## config.mk

```make
export PLATFORM = sky130hd
export DESIGN_NAME = sample_variance_threshold_unit_flat
export DESIGN_NICKNAME = d
export VERILOG_FILES = /design/src/rtl/core/svt_pkg.sv /design/src/rtl/core/svt_sample_if.sv /design/src/rtl/core/svt_result_if.sv /design/src/rtl/core/svt_ctrl.sv /design/src/rtl/core/svt_dp.sv /design/src/rtl/core/sample_variance_threshold_unit.sv /design/src/flat_wrapper.sv
export VERILOG_INCLUDE_DIRS = /design/src /design/src/rtl/core
export SDC_FILE = /design/constraint.sdc
export NUM_CORES = 1
export LEC_CHECK = 0
export BUFFER_PORTS_ARGS = -buffer_cell sky130_fd_sc_hd__buf_4
export CORE_ASPECT_RATIO = 0.8
export CORE_UTILIZATION = 30
export CTS_BUF_LIST = sky130_fd_sc_hd__clkbuf_2
export CTS_CLUSTER_SIZE = 8
export DETAILED_ROUTE_END_ITERATION = 12
export PLACE_DENSITY = 0.55
export SYNTH_ARGS = -nofsm -noshare
export SYNTH_HDL_FRONTEND = slang
export SYNTH_SLANG_ARGS = --single-unit
```

## constraint.sdc

```tcl
create_clock -name clk -period 14.5 [get_ports clk]
set_input_delay 2.9 -clock clk [delete_from_list [all_inputs] [get_ports clk]]
set_output_delay 2.9 -clock clk [all_outputs]
set_load 0.02 [all_outputs]
```

## src/rtl/core/sample_variance_threshold_unit_defines.svh

```systemverilog
// ----------------------------------------------------------------------------
// Sample variance threshold unit: assertion macros
// Shared property macros; the including scope must provide clk and rst_n.
// ----------------------------------------------------------------------------
`ifndef SAMPLE_VARIANCE_THRESHOLD_UNIT_DEFINES_SVH
`define SAMPLE_VARIANCE_THRESHOLD_UNIT_DEFINES_SVH

// same-cycle implication
`define SVT_ASSERT_NOW(lbl, ante, cons, msg) \
    lbl: assert property (@(posedge clk) disable iff (!rst_n) (ante) |-> (cons)) \
        else $error(msg);

// next-cycle implication
`define SVT_ASSERT_NEXT(lbl, ante, cons, msg) \
    lbl: assert property (@(posedge clk) disable iff (!rst_n) (ante) |=> (cons)) \
        else $error(msg);

`endif

```

## src/rtl/core/svt_pkg.sv

```systemverilog
`timescale 1ns / 1ps
// ----------------------------------------------------------------------------
// svt_pkg
// Widths, command and status types of the sample variance threshold unit.
// ----------------------------------------------------------------------------
package svt_pkg;

    localparam int MAX_SAMPLES_LOG2 = 20;
    localparam int SAMPLE_W         = 8;
    localparam int THR_W            = 16;
    localparam int CNT_W            = MAX_SAMPLES_LOG2 + 1;
    localparam int SUM_W            = MAX_SAMPLES_LOG2 + SAMPLE_W;
    localparam int SQ_W             = MAX_SAMPLES_LOG2 + 2 * SAMPLE_W;
    localparam int PROD_W           = THR_W + 2 * CNT_W;
    localparam int MPL_W            = (SUM_W > THR_W) ? SUM_W : THR_W;

    localparam logic [THR_W-1:0] THR_RESET = THR_W'(256);

    // products formed by the shared shift-add multiplier
    typedef enum logic [1:0] {
        OP_SQ,   // n * sumsq
        OP_SUM,  // sum * sum
        OP_CNT,  // n * (n - 1)
        OP_THR   // threshold * n * (n - 1)
    } mul_op_t;

    typedef struct packed {
        logic    accum;
        logic    load;
        mul_op_t load_op;
        logic    step;
        logic    capture;
        mul_op_t cap_op;
        logic    finish;
    } dp_cmd_t;

    typedef struct packed {
        logic mul_done;
        logic few;
        logic out_free;
    } dp_status_t;

endpackage

```

## src/rtl/core/svt_sample_if.sv

```systemverilog
`timescale 1ns / 1ps
// ----------------------------------------------------------------------------
// svt_sample_if
// Sample stream channel: valid/ready with sample and frame end mark.
// ----------------------------------------------------------------------------
interface svt_sample_if;

    logic                         valid;
    logic                         ready;
    logic [svt_pkg::SAMPLE_W-1:0] sample;
    logic                         last;

    modport source (output valid, output sample, output last, input ready);
    modport sink   (input valid, input sample, input last, output ready);

endinterface

```

## src/rtl/core/svt_result_if.sv

```systemverilog
`timescale 1ns / 1ps
// ----------------------------------------------------------------------------
// svt_result_if
// Result channel: valid/ready with the per-frame decision flags.
// ----------------------------------------------------------------------------
interface svt_result_if;

    logic valid;
    logic ready;
    logic varied;
    logic too_few;

    modport source (output valid, output varied, output too_few, input ready);
    modport sink   (input valid, input varied, input too_few, output ready);

endinterface

```

## src/rtl/core/svt_ctrl.sv

```systemverilog
`timescale 1ns / 1ps
// ----------------------------------------------------------------------------
// svt_ctrl
// Sequencer: accumulate phase, four shared-multiplier products, result write.
// ----------------------------------------------------------------------------
module svt_ctrl (
    input  logic                clk,
    input  logic                rst_n,
    svt_sample_if.sink          samples,
    input  svt_pkg::dp_status_t sts,
    output svt_pkg::dp_cmd_t    cmd
);

    typedef enum logic [1:0] {
        S_IDLE,
        S_START,
        S_MUL,
        S_DONE
    } state_t;

    state_t           state_reg;
    state_t           state_next;
    svt_pkg::mul_op_t op_reg;
    svt_pkg::mul_op_t op_next;
    svt_pkg::mul_op_t op_succ;

    assign samples.ready = (state_reg == S_IDLE);

    always_comb
    begin
        unique case (op_reg)
            svt_pkg::OP_SQ:  op_succ = svt_pkg::OP_SUM;
            svt_pkg::OP_SUM: op_succ = svt_pkg::OP_CNT;
            svt_pkg::OP_CNT: op_succ = svt_pkg::OP_THR;
            svt_pkg::OP_THR: op_succ = svt_pkg::OP_SQ;
        endcase
    end

    always_comb
    begin
        state_next    = state_reg;
        op_next       = op_reg;
        cmd.accum     = 1'b0;
        cmd.load      = 1'b0;
        cmd.load_op   = svt_pkg::OP_SQ;
        cmd.step      = 1'b0;
        cmd.capture   = 1'b0;
        cmd.cap_op    = op_reg;
        cmd.finish    = 1'b0;
        unique case (state_reg)
            S_IDLE:
            begin
                if (samples.valid)
                begin
                    cmd.accum = 1'b1;
                    if (samples.last)
                        state_next = S_START;
                end
            end
            S_START:
            begin
                if (sts.few)
                    state_next = S_DONE;
                else
                begin
                    cmd.load    = 1'b1;
                    cmd.load_op = svt_pkg::OP_SQ;
                    op_next     = svt_pkg::OP_SQ;
                    state_next  = S_MUL;
                end
            end
            S_MUL:
            begin
                if (sts.mul_done)
                begin
                    cmd.capture = 1'b1;
                    if (op_reg == svt_pkg::OP_THR)
                        state_next = S_DONE;
                    else
                    begin
                        cmd.load    = 1'b1;
                        cmd.load_op = op_succ;
                        op_next     = op_succ;
                    end
                end
                else
                    cmd.step = 1'b1;
            end
            S_DONE:
            begin
                if (sts.out_free)
                begin
                    cmd.finish = 1'b1;
                    state_next = S_IDLE;
                end
            end
        endcase
    end

    always_ff @(posedge clk or negedge rst_n)
    begin
        if (!rst_n)
        begin
            state_reg <= S_IDLE;
            op_reg    <= svt_pkg::OP_SQ;
        end
        else
        begin
            state_reg <= state_next;
            op_reg    <= op_next;
        end
    end

endmodule

```

## src/rtl/core/svt_dp.sv

```systemverilog
`timescale 1ns / 1ps
// ----------------------------------------------------------------------------
// svt_dp
// Accumulators, threshold register, shift-add multiplier and result stage.
// ----------------------------------------------------------------------------
module svt_dp (
    input  logic                         clk,
    input  logic                         rst_n,
    input  logic [svt_pkg::SAMPLE_W-1:0] sample,
    input  logic                         cfg_wr_en,
    input  logic [svt_pkg::THR_W-1:0]    cfg_wr_data,
    input  svt_pkg::dp_cmd_t             cmd,
    output svt_pkg::dp_status_t          sts,
    svt_result_if.source                 result
);

    localparam int CNT_W  = svt_pkg::CNT_W;
    localparam int SUM_W  = svt_pkg::SUM_W;
    localparam int SQ_W   = svt_pkg::SQ_W;
    localparam int PROD_W = svt_pkg::PROD_W;
    localparam int MPL_W  = svt_pkg::MPL_W;
    localparam int THR_W  = svt_pkg::THR_W;
    localparam int SQR_W  = 2 * svt_pkg::SAMPLE_W;

    logic [CNT_W-1:0]  cnt_reg,      cnt_next;
    logic [SUM_W-1:0]  sum_reg,      sum_next;
    logic [SQ_W-1:0]   sq_reg,       sq_next;
    logic [THR_W-1:0]  thr_reg,      thr_next;
    logic [PROD_W-1:0] acc_reg,      acc_next;
    logic [PROD_W-1:0] mcand_reg,    mcand_next;
    logic [MPL_W-1:0]  mplier_reg,   mplier_next;
    logic [PROD_W-1:0] lhs_reg,      lhs_next;
    logic              varied_reg,   varied_next;
    logic              out_vld_reg,  out_vld_next;
    logic              out_var_reg,  out_var_next;
    logic              out_few_reg,  out_few_next;

    logic [SQR_W-1:0]  sample_sq;
    logic [CNT_W-1:0]  cnt_dec;
    logic [PROD_W-1:0] acc_step;

    assign sample_sq = SQR_W'(sample) * SQR_W'(sample);
    assign cnt_dec   = cnt_reg - CNT_W'(1);
    assign acc_step  = acc_reg + (mplier_reg[0] ? mcand_reg : '0);

    assign sts.mul_done = (mplier_reg == '0);
    assign sts.few      = (cnt_reg < CNT_W'(2));
    assign sts.out_free = !out_vld_reg || result.ready;

    assign result.valid   = out_vld_reg;
    assign result.varied  = out_var_reg;
    assign result.too_few = out_few_reg;

    always_comb
    begin
        cnt_next     = cnt_reg;
        sum_next     = sum_reg;
        sq_next      = sq_reg;
        thr_next     = thr_reg;
        acc_next     = acc_reg;
        mcand_next   = mcand_reg;
        mplier_next  = mplier_reg;
        lhs_next     = lhs_reg;
        varied_next  = varied_reg;
        out_vld_next = out_vld_reg;
        out_var_next = out_var_reg;
        out_few_next = out_few_reg;

        if (cfg_wr_en)
            thr_next = cfg_wr_data;

        // count saturates at the cap; later samples are dropped
        if (cmd.accum && !cnt_reg[CNT_W-1])
        begin
            cnt_next = cnt_reg + CNT_W'(1);
            sum_next = sum_reg + SUM_W'(sample);
            sq_next  = sq_reg + SQ_W'(sample_sq);
        end

        if (cmd.step)
        begin
            acc_next    = acc_step;
            mcand_next  = mcand_reg << 1;
            mplier_next = mplier_reg >> 1;
        end

        if (cmd.capture)
        begin
            unique case (cmd.cap_op)
                svt_pkg::OP_SQ:  lhs_next    = acc_reg;
                svt_pkg::OP_SUM: lhs_next    = lhs_reg - acc_reg;
                svt_pkg::OP_CNT: lhs_next    = lhs_reg;
                svt_pkg::OP_THR: varied_next = (lhs_reg > acc_reg);
            endcase
        end

        if (cmd.load)
        begin
            acc_next = '0;
            unique case (cmd.load_op)
                svt_pkg::OP_SQ:
                begin
                    mcand_next  = PROD_W'(sq_reg);
                    mplier_next = MPL_W'(cnt_reg);
                end
                svt_pkg::OP_SUM:
                begin
                    mcand_next  = PROD_W'(sum_reg);
                    mplier_next = MPL_W'(sum_reg);
                end
                svt_pkg::OP_CNT:
                begin
                    mcand_next  = PROD_W'(cnt_dec);
                    mplier_next = MPL_W'(cnt_reg);
                end
                svt_pkg::OP_THR:
                begin
                    mcand_next  = acc_reg;
                    mplier_next = MPL_W'(thr_reg);
                end
            endcase
        end

        if (result.ready)
            out_vld_next = 1'b0;

        if (cmd.finish)
        begin
            out_vld_next = 1'b1;
            out_var_next = !sts.few && varied_reg;
            out_few_next = sts.few;
            cnt_next     = '0;
            sum_next     = '0;
            sq_next      = '0;
        end
    end

    always_ff @(posedge clk or negedge rst_n)
    begin
        if (!rst_n)
        begin
            cnt_reg     <= '0;
            sum_reg     <= '0;
            sq_reg      <= '0;
            thr_reg     <= svt_pkg::THR_RESET;
            out_vld_reg <= 1'b0;
        end
        else
        begin
            cnt_reg     <= cnt_next;
            sum_reg     <= sum_next;
            sq_reg      <= sq_next;
            thr_reg     <= thr_next;
            out_vld_reg <= out_vld_next;
        end
    end

    always_ff @(posedge clk)
    begin
        acc_reg     <= acc_next;
        mcand_reg   <= mcand_next;
        mplier_reg  <= mplier_next;
        lhs_reg     <= lhs_next;
        varied_reg  <= varied_next;
        out_var_reg <= out_var_next;
        out_few_reg <= out_few_next;
    end

endmodule

```

## src/rtl/core/sample_variance_threshold_unit.sv

```systemverilog
`timescale 1ns / 1ps
// ----------------------------------------------------------------------------
// sample_variance_threshold_unit
// Per-frame sample variance test: n*sumsq - sum^2 > threshold*n*(n-1).
// ----------------------------------------------------------------------------
//  channel   dir  handshake     payload
//  samples   in   valid/ready   sample[7:0], last
//  result    out  valid/ready   varied, too_few
//  cfg       in   cfg_wr_en     cfg_wr_data[15:0] (variance threshold)
//
//  Non-last samples: one transfer per cycle.
//  Last sample: input held off while one shift-add multiplier forms four
//  products, one multiplier bit per cycle; a frame of fewer than two
//  samples skips the products. A result waiting on the output stalls only
//  the end of the next frame.
//  Reset: accumulators zero, threshold 256, result channel empty.
// ----------------------------------------------------------------------------
`include "sample_variance_threshold_unit_defines.svh"

module sample_variance_threshold_unit (
    input  logic                      clk,
    input  logic                      rst_n,
    svt_sample_if.sink                samples,
    svt_result_if.source              result,
    input  logic                      cfg_wr_en,
    input  logic [svt_pkg::THR_W-1:0] cfg_wr_data
);

    svt_pkg::dp_cmd_t    ctl_cmd;
    svt_pkg::dp_status_t dp_sts;

    svt_ctrl u_ctrl (
        .clk     (clk),
        .rst_n   (rst_n),
        .samples (samples),
        .sts     (dp_sts),
        .cmd     (ctl_cmd)
    );

    svt_dp u_dp (
        .clk         (clk),
        .rst_n       (rst_n),
        .sample      (samples.sample),
        .cfg_wr_en   (cfg_wr_en),
        .cfg_wr_data (cfg_wr_data),
        .cmd         (ctl_cmd),
        .sts         (dp_sts),
        .result      (result)
    );

    `SVT_ASSERT_NOW(a_no_take_while_mul, ctl_cmd.step, !samples.ready, "sample taken during multiply")
    `SVT_ASSERT_NOW(a_finish_slot_free, ctl_cmd.finish, dp_sts.out_free, "result overwrote pending result")
    `SVT_ASSERT_NOW(a_flags_exclusive, result.valid, !(result.varied && result.too_few), "varied with too_few")
    `SVT_ASSERT_NEXT(a_last_blocks_input, samples.valid && samples.ready && samples.last, !samples.ready, "input open after frame end")

endmodule

```

## src/flat_wrapper.sv

```systemverilog
// flat-port wrapper written by rule: the top's interface ports become plain ports
module sample_variance_threshold_unit_flat 
  (clk, rst_n, cfg_wr_en, cfg_wr_data, samples_valid, samples_sample, samples_last, samples_ready, result_valid, result_varied, result_too_few, result_ready);
  svt_sample_if samples_i ();
  svt_result_if result_i ();
  input  logic clk;
  input  logic rst_n;
  input  logic cfg_wr_en;
  input  logic [svt_pkg::THR_W-1:0] cfg_wr_data;
  input wire logic [$bits(samples_i.valid)-1:0] samples_valid;
  input wire logic [$bits(samples_i.sample)-1:0] samples_sample;
  input wire logic [$bits(samples_i.last)-1:0] samples_last;
  output wire logic [$bits(samples_i.ready)-1:0] samples_ready;
  output wire logic [$bits(result_i.valid)-1:0] result_valid;
  output wire logic [$bits(result_i.varied)-1:0] result_varied;
  output wire logic [$bits(result_i.too_few)-1:0] result_too_few;
  input wire logic [$bits(result_i.ready)-1:0] result_ready;
  assign samples_i.valid = samples_valid;
  assign samples_i.sample = samples_sample;
  assign samples_i.last = samples_last;
  assign samples_ready = samples_i.ready;
  assign result_valid = result_i.valid;
  assign result_varied = result_i.varied;
  assign result_too_few = result_i.too_few;
  assign result_i.ready = result_ready;
  sample_variance_threshold_unit u_core (.clk(clk), .rst_n(rst_n), .samples(samples_i), .result(result_i), .cfg_wr_en(cfg_wr_en), .cfg_wr_data(cfg_wr_data));
endmodule
```

# [Yosys cells after proc, flatten, opt, wreduce, memory -nomap -nowiden]
# Cells that the tools add are included.
[classes] n_addsub=6 n_reduce_logical=20 magnitude_cmp=2 n_mux=39 n_mul=1 eq_ne=16
[ops] op="$pmux W58 S4" n=1
[ops] op="$mux W58" n=3
[ops] op="$pmux W58 S2" n=1
[ops] op="$mux W28" n=4
[ops] op="$pmux W28 S3" n=1
[ops] op="$mux W36" n=2
[ops] op="$add A58 B58 Y58" n=1
[ops] op="$gt A58 B58 Y1" n=1
[ops] op="$sub A58 B58 Y58" n=1
[ops] op="$mux W21" n=2
[ops] op="$add A36 B16 Y36" n=1
[ops] op="$add A28 B8 Y28" n=1
[ops] op="$logic_not A28 Y1" n=1
[ops] op="$add A21 B1 Y21 const B" n=1
[ops] op="$lt A21 B2 Y1 const B" n=1
[ops] op="$sub A21 B1 Y21 const B" n=1
[ops] op="$mux W2" n=9
[ops] op="$mul A8 B8 Y16" n=1
[ops] op="$eq A2 B2 Y1 const B" n=6
[ops] op="$ne A2 B2 Y1 const B" n=5
[ops] op="$reduce_bool A2 Y1" n=5
[ops] op="$mux W1" n=9
[ops] op="$mux W3" n=3
[ops] op="$pmux W2 S4" n=1
[ops] op="13 further kinds" n=22
[totals] out_inout_bits=4 inputBits=30 reg_bits=311 word_cells=98

# [Logic depth before layout (Yosys ltp)]
# Gate-level depths: netlist (run 1).
[logic_depth] depth_word=9 ltp_mapped=22 depth_no_buf=22

# [By module]
# Synthesis (run 1) repeated with hierarchy kept, for this count alone.
[unflattened] hier_cells=2715 hier_area_um2=24148.2
[by_module_without_submodules] module="svt_dp" seq_area_each_um2=8129.0 area_per_inst_um2=23745.3 cells_per_inst=2675 n_inst=1
[by_module_without_submodules] module="svt_ctrl" seq_area_each_um2=100.1 area_per_inst_um2=402.9 cells_per_inst=40 n_inst=1

# [Least setup slack after synthesis (run 1)]
# No wires, ideal clock.
[synth_timing] path_kind="input -> register" startpoint="in samples_sample[5]" endpoint="reg u_core.u_dp.sq_reg[24]" cell_stages=21 arrival_time_ps=7767 path_slack_ps=6601 n_path_buf=1 setup_ps=132 cell_sequence="clkbuf_1 -> inv_1 -> nor2_1 -> fa_1 -> fa_1 -> inv_1 -> fa_1 -> fa_1 -> inv_1 -> ha_1 -> inv_1 -> o21ai_0 -> a21oi_1 -> o21ai_1 -> a21oi_1 -> o31ai_1 -> a21o_1 -> a311oi_1 -> nand4b_1 -> xor2_1 -> nor2_1"
[synth_between] elab_chain_cells=4
[synth_lines] item="start, declared" line_no="flat_wrapper.sv:11" source="input wire logic [$bits(samples_i.sample)-1:0] samples_sample;"
[synth_lines] item="$mul A8 B8 Y16" line_no="svt_dp.sv:42" source="assign sample_sq = SQR_W'(sample) * SQR_W'(sample);"
[synth_lines] item="$add A36 B16 Y36" line_no="svt_dp.sv:77" source="sq_next = sq_reg + SQ_W'(sample_sq);"
[synth_lines] item="$mux W36" line_no="svt_dp.sv:73" source="if (cmd.accum && !cnt_reg[CNT_W-1])"
[synth_lines] item="$mux W36" line_no="svt_dp.sv:127" source="if (cmd.finish)"
[synth_lines] item="end signal, assigned" line_no="svt_dp.sv:152" source="sq_reg <= sq_next;"
[synth_lines] item="end, declared" line_no="svt_dp.sv:27" source="logic [SQ_W-1:0] sq_reg, sq_next;"
# No other way between the ends. The select of a mux whose other input is x is not followed.
# A chain may end at the register's enable or synchronous reset.

# [Final worst setup path (run 1)]
[layout_timing] startpoint="in samples_sample[5]" endpoint="reg u_core.u_dp.sq_reg[33]"
# Same word-level chain as after synthesis.

==> results of run 1 <==
worst register-to-register path: cells and delay by family (launching register included):
| kind | cells | cell delay (ps) |
|---|---|---|
| DFF | 1 | 460 |
| adders and majority gates | 5 | 2260 |
| and+or+nand+nor | 3 | 400 |
| buffers and inverters | 3 | 200 |
| AOI/OAI and AO/OA | 8 | 1910 |
| xor gates and xnor gates | 1 | 200 |
how the worst max path moves through the flow:
stage | endpoint | cells past startpoint
after CTS | u_core.u_dp.sq_reg[33]$_DFFE_PN0P_ | 21
final | u_core.u_dp.sq_reg[33]$_DFFE_PN0P_ | 21
after global routing | u_core.u_dp.sq_reg[33]$_DFFE_PN0P_ | 21
after global placement | u_core.u_dp.sq_reg[35]$_DFFE_PN0P_ | 21
after floorplan | u_core.u_dp.sq_reg[24]$_DFFE_PN0P_ | 21
after detailed placement | u_core.u_dp.sq_reg[33]$_DFFE_PN0P_ | 21
report_power, final:
group	internal [mW]	total (mW)	leakage, nW	switching, mW
sequential	1.27	1.52	3.27	0.252
clock	0.266	0.704	0.648	0.438
combinational	1.24	3.13	7.23	1.89
cells in the mapped netlist, types with 7 or more instances:
| cell type | number |
|---|---|
| sky130_fd_sc_hd__nand3_1 | 84 |
| sky130_fd_sc_hd__mux2i_1 | 18 |
| sky130_fd_sc_hd__nor4_1 | 24 |
| sky130_fd_sc_hd__nor2b_1 | 28 |
| sky130_fd_sc_hd__dfxtp_1 | 58 |
| sky130_fd_sc_hd__o221ai_1 | 10 |
| sky130_fd_sc_hd__nor2_1 | 204 |
| sky130_fd_sc_hd__and3_1 | 28 |
| sky130_fd_sc_hd__o21ai_1 | 57 |
| sky130_fd_sc_hd__nand4_1 | 45 |
| sky130_fd_sc_hd__a21o_1 | 103 |
| sky130_fd_sc_hd__buf_2 | 16 |
| sky130_fd_sc_hd__a21oi_1 | 287 |
| sky130_fd_sc_hd__xnor2_1 | 102 |
| sky130_fd_sc_hd__nand2b_1 | 9 |
| sky130_fd_sc_hd__o21bai_1 | 28 |
| sky130_fd_sc_hd__nand3b_1 | 8 |
| sky130_fd_sc_hd__a31oi_1 | 20 |
| sky130_fd_sc_hd__inv_1 | 192 |
| sky130_fd_sc_hd__fa_1 | 40 |
| sky130_fd_sc_hd__ha_1 | 175 |
| sky130_fd_sc_hd__a221oi_1 | 7 |
| sky130_fd_sc_hd__dfrtp_1 | 105 |
| sky130_fd_sc_hd__mux2_2 | 17 |
| sky130_fd_sc_hd__o21ai_0 | 127 |
| sky130_fd_sc_hd__edfxtp_1 | 147 |
| sky130_fd_sc_hd__xor2_1 | 87 |
| sky130_fd_sc_hd__a211oi_1 | 28 |
| sky130_fd_sc_hd__and2_1 | 89 |
| sky130_fd_sc_hd__nor3_1 | 30 |
| sky130_fd_sc_hd__clkbuf_1 | 134 |
| sky130_fd_sc_hd__o21a_1 | 9 |
| sky130_fd_sc_hd__or3_1 | 12 |
| sky130_fd_sc_hd__a22o_1 | 30 |
| sky130_fd_sc_hd__nand2_1 | 365 |
| sky130_fd_sc_hd__o31ai_1 | 12 |
cells by family after synthesis:
logic type      after synthesis  synth area share [%]
compound gates              771                  19.8
xor+xnor                    189                  6.97
fa+ha+maj                   215                  12.6
buf+inv                     347                  5.57
flops                       311                  34.7
mux                          35                  1.57
simple gates                953                  18.8
final cells by class:
cell class / count / area [µm²] / area share (%)
Tap cell: 1023 / 1280 / 4.97
Clock buffer: 141 / 706 / 2.74
Sequential cell: 311 / 8230 / 32.0
Clock inverter: 26 / 149 / 0.578
Inverter: 192 / 721 / 2.80
Antenna cell: 5 / 12.5 / 0.0486
Timing Repair Buffer: 55 / 413 / 1.60
Multi-Input combinational cell: 2163 / 14200 / 55.3
metal layers:
| metal | up-vias | global-route usage [%] |
|---|---|---|
| li1 | 9936 | - |
| met1 | 9518 | 26.3 |
| met2 | 545 | 23.0 |
| met3 | 101 | 2.94 |
| met4 | 0 | 4.15 |
| met5 | - | 0 |
placed cells by master, fill, tap and decap left out, drive strengths merged, types with 30 or more instances in the layout:
master,synthesis,final
nand2,365,365
nor3,31,31
and2,90,90
o21ai,184,184
buf,21,55
a21o,103,103
nor2,204,204
a21oi,287,287
nand3,84,84
ha,175,175
edfxtp,147,147
dfrtp,105,105
nand4,46,46
a22o,30,30
fa,40,40
clkbuf,134,141
inv,192,194
dfxtp,58,58
xnor2,102,102
xor2,87,87
==> flow_summary.ini, run 1 <==
[worst_setup_path]
reg2reg_slack_ps = 8870
worstPathCellList = buf_4, inv_1, nor2_1, fa_1, fa_1, inv_1, fa_1, fa_1, inv_1, ha_1, o21ai_0, a21oi_1, o21ai_0, a21oi_1, o21ai_0, a21oi_1, o21ai_0, a21oi_1, nand4_1, xor2_1, nor2_1
crit_path_end_kind = flip-flop
timing.setup.critical_path_class = input pin to flip-flop
critical_path_buf_inv_count = 4
required_ps = 15420
r2r_end = u_core.u_dp.sq_reg[33]$_DFFE_PN0P_
critPathMaxFanout = 9
slowest_delay_ps = 710
worst_ep_arrival_time_ps = 8200
startpoint_type_of_the_worst_setup_path = input pin
worst_r2r_path_depth = 20
critPathTopFamily = adder cells
startpoint = samples_sample[5]
cpMaxStageDelayCell = sky130_fd_sc_hd__a21oi_1
worst_r2r_startpoint = u_core.u_dp.sq_reg[4]$_DFFE_PN0P_

[power_and_ir_drop]
report.power.total_mw = 5.36
power_per_cell_area_nw_per_um2 = 208
power.static_leakage_nw = 11.1
peakVddDrop_mv = 0.138

[synth]
ys_top_cells_by_area = sky130_fd_sc_hd__edfxtp_1 (19%), sky130_fd_sc_hd__dfrtp_1 (11%), sky130_fd_sc_hd__ha_1 (9.2%)
number_of_flops_mapped_to_enable_cells_by_yosys = 147
synth_top_flop_cell = sky130_fd_sc_hd__edfxtp_1
synth_seq_area_share_pct = 34.7
syn_inst = 2821
synth.avg_cell_area_um2 = 8.41
netlist_area_um2 = 23700
yosys_warnings = 0
postSynthNetCount = 3066
synthArstFlopShare_pct = 34.1
flop_and_latch_count_out_of_synthesis = 311
synth_top_area_share_pct = 18.6
synth_top_cell_by_area = sky130_fd_sc_hd__edfxtp_1
yosysUniqueCellTypes = 75

[place]
port_buffers = 33
place_area_um2 = 24900
dp.cells = 3744
gp_routability_congestion = 0.918
placement.setup.worst_slack_ps = 6200
place_hpwl_um = 48300

[drt]
routed-via-count = 20100
met3_wirelength_um = 3830
met1_length_um = 35400
detailedRoute.firstPassIterationCount = 5
drt.antenna.violating_nets = 0
route.detailed.drc = 0
met2_wirelength_um = 26500
drt_first_iter_violations = 1614
dr.max_layer_used = met4
routed_via_density = 5.13
wl_um = 66900
wl_per_cell_um = 17.1

[global_routing]
global_route.overflow_total = 0
grt_antenna_before_repair = 2
groute.usage.overall_pct = 16.7
grt_max_degree = 99
grt_first_pass_wirelength_um = 107000
vias_in_the_first_global_route = 18800

[timing]
finalCritPeriodShare_pct = 50.2
worst_hold_check_slack_ps = 488
worst_pin_slew_ps = 1060
report.final.setup_viol = 0
clock-skew-final_ps = 170
timing.fmax_mhz = 137
finalCriticalPeriod_ps = 7280
setup-tns-final_ps = 0
final_hold_viol_count = 0
worst_slew_margin_rel_pct = 29.6
grt_setup_unrepaired = false
setup_ws_ps = 7220
finalMaxSlewViolations = 0

[layout]
final_core_utilization_pct = 33.2
finalNonFillerCells = 3916
nFillCells = 8317
post_route_cells_drive_above_1_share_pct = 8.73
final_nets = 3058
layout_overhead_on_the_synthesized_area_pct = 8.51
layout.cell_area.non_filler_um2 = 25800

[cts]
cts.hold.buffers_added = 0
tritoncts_clock_tree = built
cts_htree_levels = 3
clkSlewWorstSetupHoldPaths_ps = 100
post_cts.repair.setup_buffers = 0
cts.sink_count = 311
clk-insertion-delay-late_ps = 1200
clock-root-buffer = sky130_fd_sc_hd__clkbuf_2
cts_buffers = 90
max-clock-path-buffers = 3
cts-resized-gates = 0

[run_status]
run_status = complete, no violations

[floorplanning]
initial_core_util_pct = 30.6
std_cell_rows = 91
die_h_um = 254
dieWidth_um = 316
ios = 34
fp.dieArea_um2 = 80200
fp.coreArea_um2 = 77700

[hold_path]
hold_path.startpoint = u_core.u_dp.mcand_reg[10]$_DFFE_PP_
min_delay_path_depth = 2
whs_endpoint = u_core.u_dp.mcand_reg[11]$_DFFE_PP_
timing.hold.worst.class = flip-flop to flip-flop

[job]
cap_viol_max_count = 0
(Power assumes the default switching activity.)
==> run 2: changes to the inputs <==
==> constraint.sdc (replaced) <==
create_clock -name clk -period 7.15 [get_ports clk]
set_input_delay 1.43 -clock clk [delete_from_list [all_inputs] [get_ports clk]]
set_output_delay 1.43 -clock clk [all_outputs]
set_load 0.02 [all_outputs]
==> run 2 against run 1 <==
Critical path depth is 3 higher. Clock skew is 55 ps lower. Cell area decreased by 0.10%.
==> flow_summary.ini, run 2 (synthesis results as in run 1) <==
[run_status]
run_status = complete, no violations

[cts]
post_cts.repair.setup_buffers = 0
cts.sink_count = 311
clkSlewWorstSetupHoldPaths_ps = 100
cts_buffers = 90
cts.hold.buffers_added = 0
max-clock-path-buffers = 3
cts-resized-gates = 0
tritoncts_clock_tree = built
clk-insertion-delay-late_ps = 1170
cts_htree_levels = 3
clock-root-buffer = sky130_fd_sc_hd__clkbuf_2

[drt]
routed_via_density = 5.07
wl_per_cell_um = 16.9
wl_um = 66200
route.detailed.drc = 0
drt_first_iter_violations = 1471
drt.antenna.violating_nets = 0
routed-via-count = 19800
detailedRoute.firstPassIterationCount = 6

[global_routing]
groute.usage.overall_pct = 16.6
grt_first_pass_wirelength_um = 106000
vias_in_the_first_global_route = 18800
grt_max_degree = 81
grt_antenna_before_repair = 1
global_route.overflow_total = 0

[worst_setup_path]
reg2reg_slack_ps = 1790
r2r_end = u_core.u_dp.sq_reg[24]$_DFFE_PN0P_
worst_ep_arrival_time_ps = 6530
crit_path_end_kind = flip-flop
startpoint_type_of_the_worst_setup_path = input pin
required_ps = 8110
worst_r2r_startpoint = u_core.u_dp.sq_reg[4]$_DFFE_PN0P_
timing.setup.critical_path_class = input pin to flip-flop
worst_r2r_path_depth = 22
critPathMaxFanout = 10

[layout]
most-common-layout-cells = sky130_fd_sc_hd__nand2_1 (363), sky130_fd_sc_hd__a21oi_1 (287), sky130_fd_sc_hd__nor2_1 (202), sky130_fd_sc_hd__inv_1 (192), sky130_fd_sc_hd__ha_1 (174)
post_route_cells_drive_above_1_share_pct = 8.67
nFillCells = 8261
final_nets = 3060
layout_overhead_on_the_synthesized_area_pct = 8.40
layout.cells.most_common = sky130_fd_sc_hd__nand2_1

[power_and_ir_drop]
power_per_cell_area_nw_per_um2 = 420
power.static_leakage_nw = 11.1
peakVddDrop_mv = 0.206

[timing]
clock-skew-final_ps = 115
report.final.setup_viol = 0
worst_hold_check_slack_ps = 382
worst_slew_margin_rel_pct = 28.8
final_hold_viol_count = 0
finalCritPeriodShare_pct = 77.9
finalMaxSlewViolations = 0
setup-tns-final_ps = 0
timing.fmax_mhz = 180
finalCriticalPeriod_ps = 5570
worst_pin_slew_ps = 1040
grt_setup_unrepaired = false

[floorplanning]
fp.dieArea_um2 = 80200
std_cell_rows = 91
initial_core_util_pct = 30.6
ios = 34
die_h_um = 254
fp.coreArea_um2 = 77700
dieWidth_um = 316

[job]
cap_viol_max_count = 0

[place]
gp_routability_congestion = 0.893
port_buffers = 33
place_hpwl_um = 48200

[hold_path]
timing.hold.worst.class = input pin to asynchronous set/reset pin
## run 2: report_power, final
| part | switching, mW | leakage, nW | internal (mW) |
|---|---|---|---|
| combinational | 3.83 | 7.24 | 2.51 |
| sequential | 0.519 | 3.27 | 2.58 |
| clock | 0.859 | 0.628 | 0.524 |
## run 2: stage by stage
| step | power [mW] | utilization (%) | cells | cell area, µm² | setup slack (ps) |
|---|---|---|---|---|---|
| after floorplan | 7.81 | - | 2821 | 23700 | 721 |
| after global placement | 9.39 | 32.1 | 3746 | 24900 | 516 |
| after detailed placement | 9.38 | 32.1 | 3746 | 24900 | 495 |
| after CTS | 10.8 | 33.1 | 3908 | 25700 | 1740 |
| after global routing | 11.8 | 33.1 | 3909 | 25700 | 1330 |
| final | 10.8 | 33.1 | 3909 | 25700 | 1580 |
## run 2: worst max path at each step
| stage | from | to | cells past startpoint |
|---|---|---|---|
| after CTS | samples_sample[0] | u_core.u_dp.sq_reg[24]$_DFFE_PN0P_ | 24 |
| after floorplan | samples_sample[5] | u_core.u_dp.sq_reg[24]$_DFFE_PN0P_ | 21 |
| after global routing | samples_sample[0] | u_core.u_dp.sq_reg[24]$_DFFE_PN0P_ | 24 |
| final | samples_sample[0] | u_core.u_dp.sq_reg[24]$_DFFE_PN0P_ | 24 |
| after detailed placement | samples_sample[0] | u_core.u_dp.sq_reg[24]$_DFFE_PN0P_ | 24 |
| after global placement | samples_sample[0] | u_core.u_dp.sq_reg[26]$_DFFE_PN0P_ | 24 |
## run 2: layout make-up
| class | count | area [µm²] | share of cell area, % |
|---|---|---|---|
| inverter | 192 | 721 | 2.80 |
| antenna | 1 | 2.50 | 0.00973 |
| clock buffer | 136 | 681 | 2.65 |
| tap | 1023 | 1280 | 4.98 |
| timing repair buffer | 57 | 428 | 1.66 |
| clock inverter | 26 | 143 | 0.554 |
| sequential | 311 | 8230 | 32.0 |
| multi-input combinational | 2163 | 14200 | 55.4 |
## run 2: per-layer routing
metal / up-vias / track usage [%] / routed length [µm]
met3: 88 / 3.03 / 3660
met4: 0 / 4.49 / 1210
met1: 9350 / 25.7 / 35200
met5: - / 0 / 0
li1: 9942 / - / -
met2: 444 / 23.1 / 26200
## run 2: worst max-delay path, cell delays in order
cell,delay [ps]
sky130_fd_sc_hd__buf_4,140
sky130_fd_sc_hd__and2_1,180
sky130_fd_sc_hd__inv_1,70
sky130_fd_sc_hd__fa_1,470
sky130_fd_sc_hd__fa_1,510
sky130_fd_sc_hd__inv_1,40
sky130_fd_sc_hd__ha_1,270
sky130_fd_sc_hd__inv_1,50
sky130_fd_sc_hd__fa_1,590
sky130_fd_sc_hd__inv_1,60
sky130_fd_sc_hd__ha_1,280
sky130_fd_sc_hd__a21o_1,170
sky130_fd_sc_hd__a21oi_1,200
sky130_fd_sc_hd__o21ai_0,120
sky130_fd_sc_hd__a21oi_1,240
sky130_fd_sc_hd__o21ai_1,100
sky130_fd_sc_hd__a21oi_1,260
sky130_fd_sc_hd__o31ai_1,170
sky130_fd_sc_hd__a21o_1,240
sky130_fd_sc_hd__a311oi_1,350
sky130_fd_sc_hd__buf_4,230
sky130_fd_sc_hd__nand4b_1,140
sky130_fd_sc_hd__xor2_1,150
sky130_fd_sc_hd__nor2_1,50
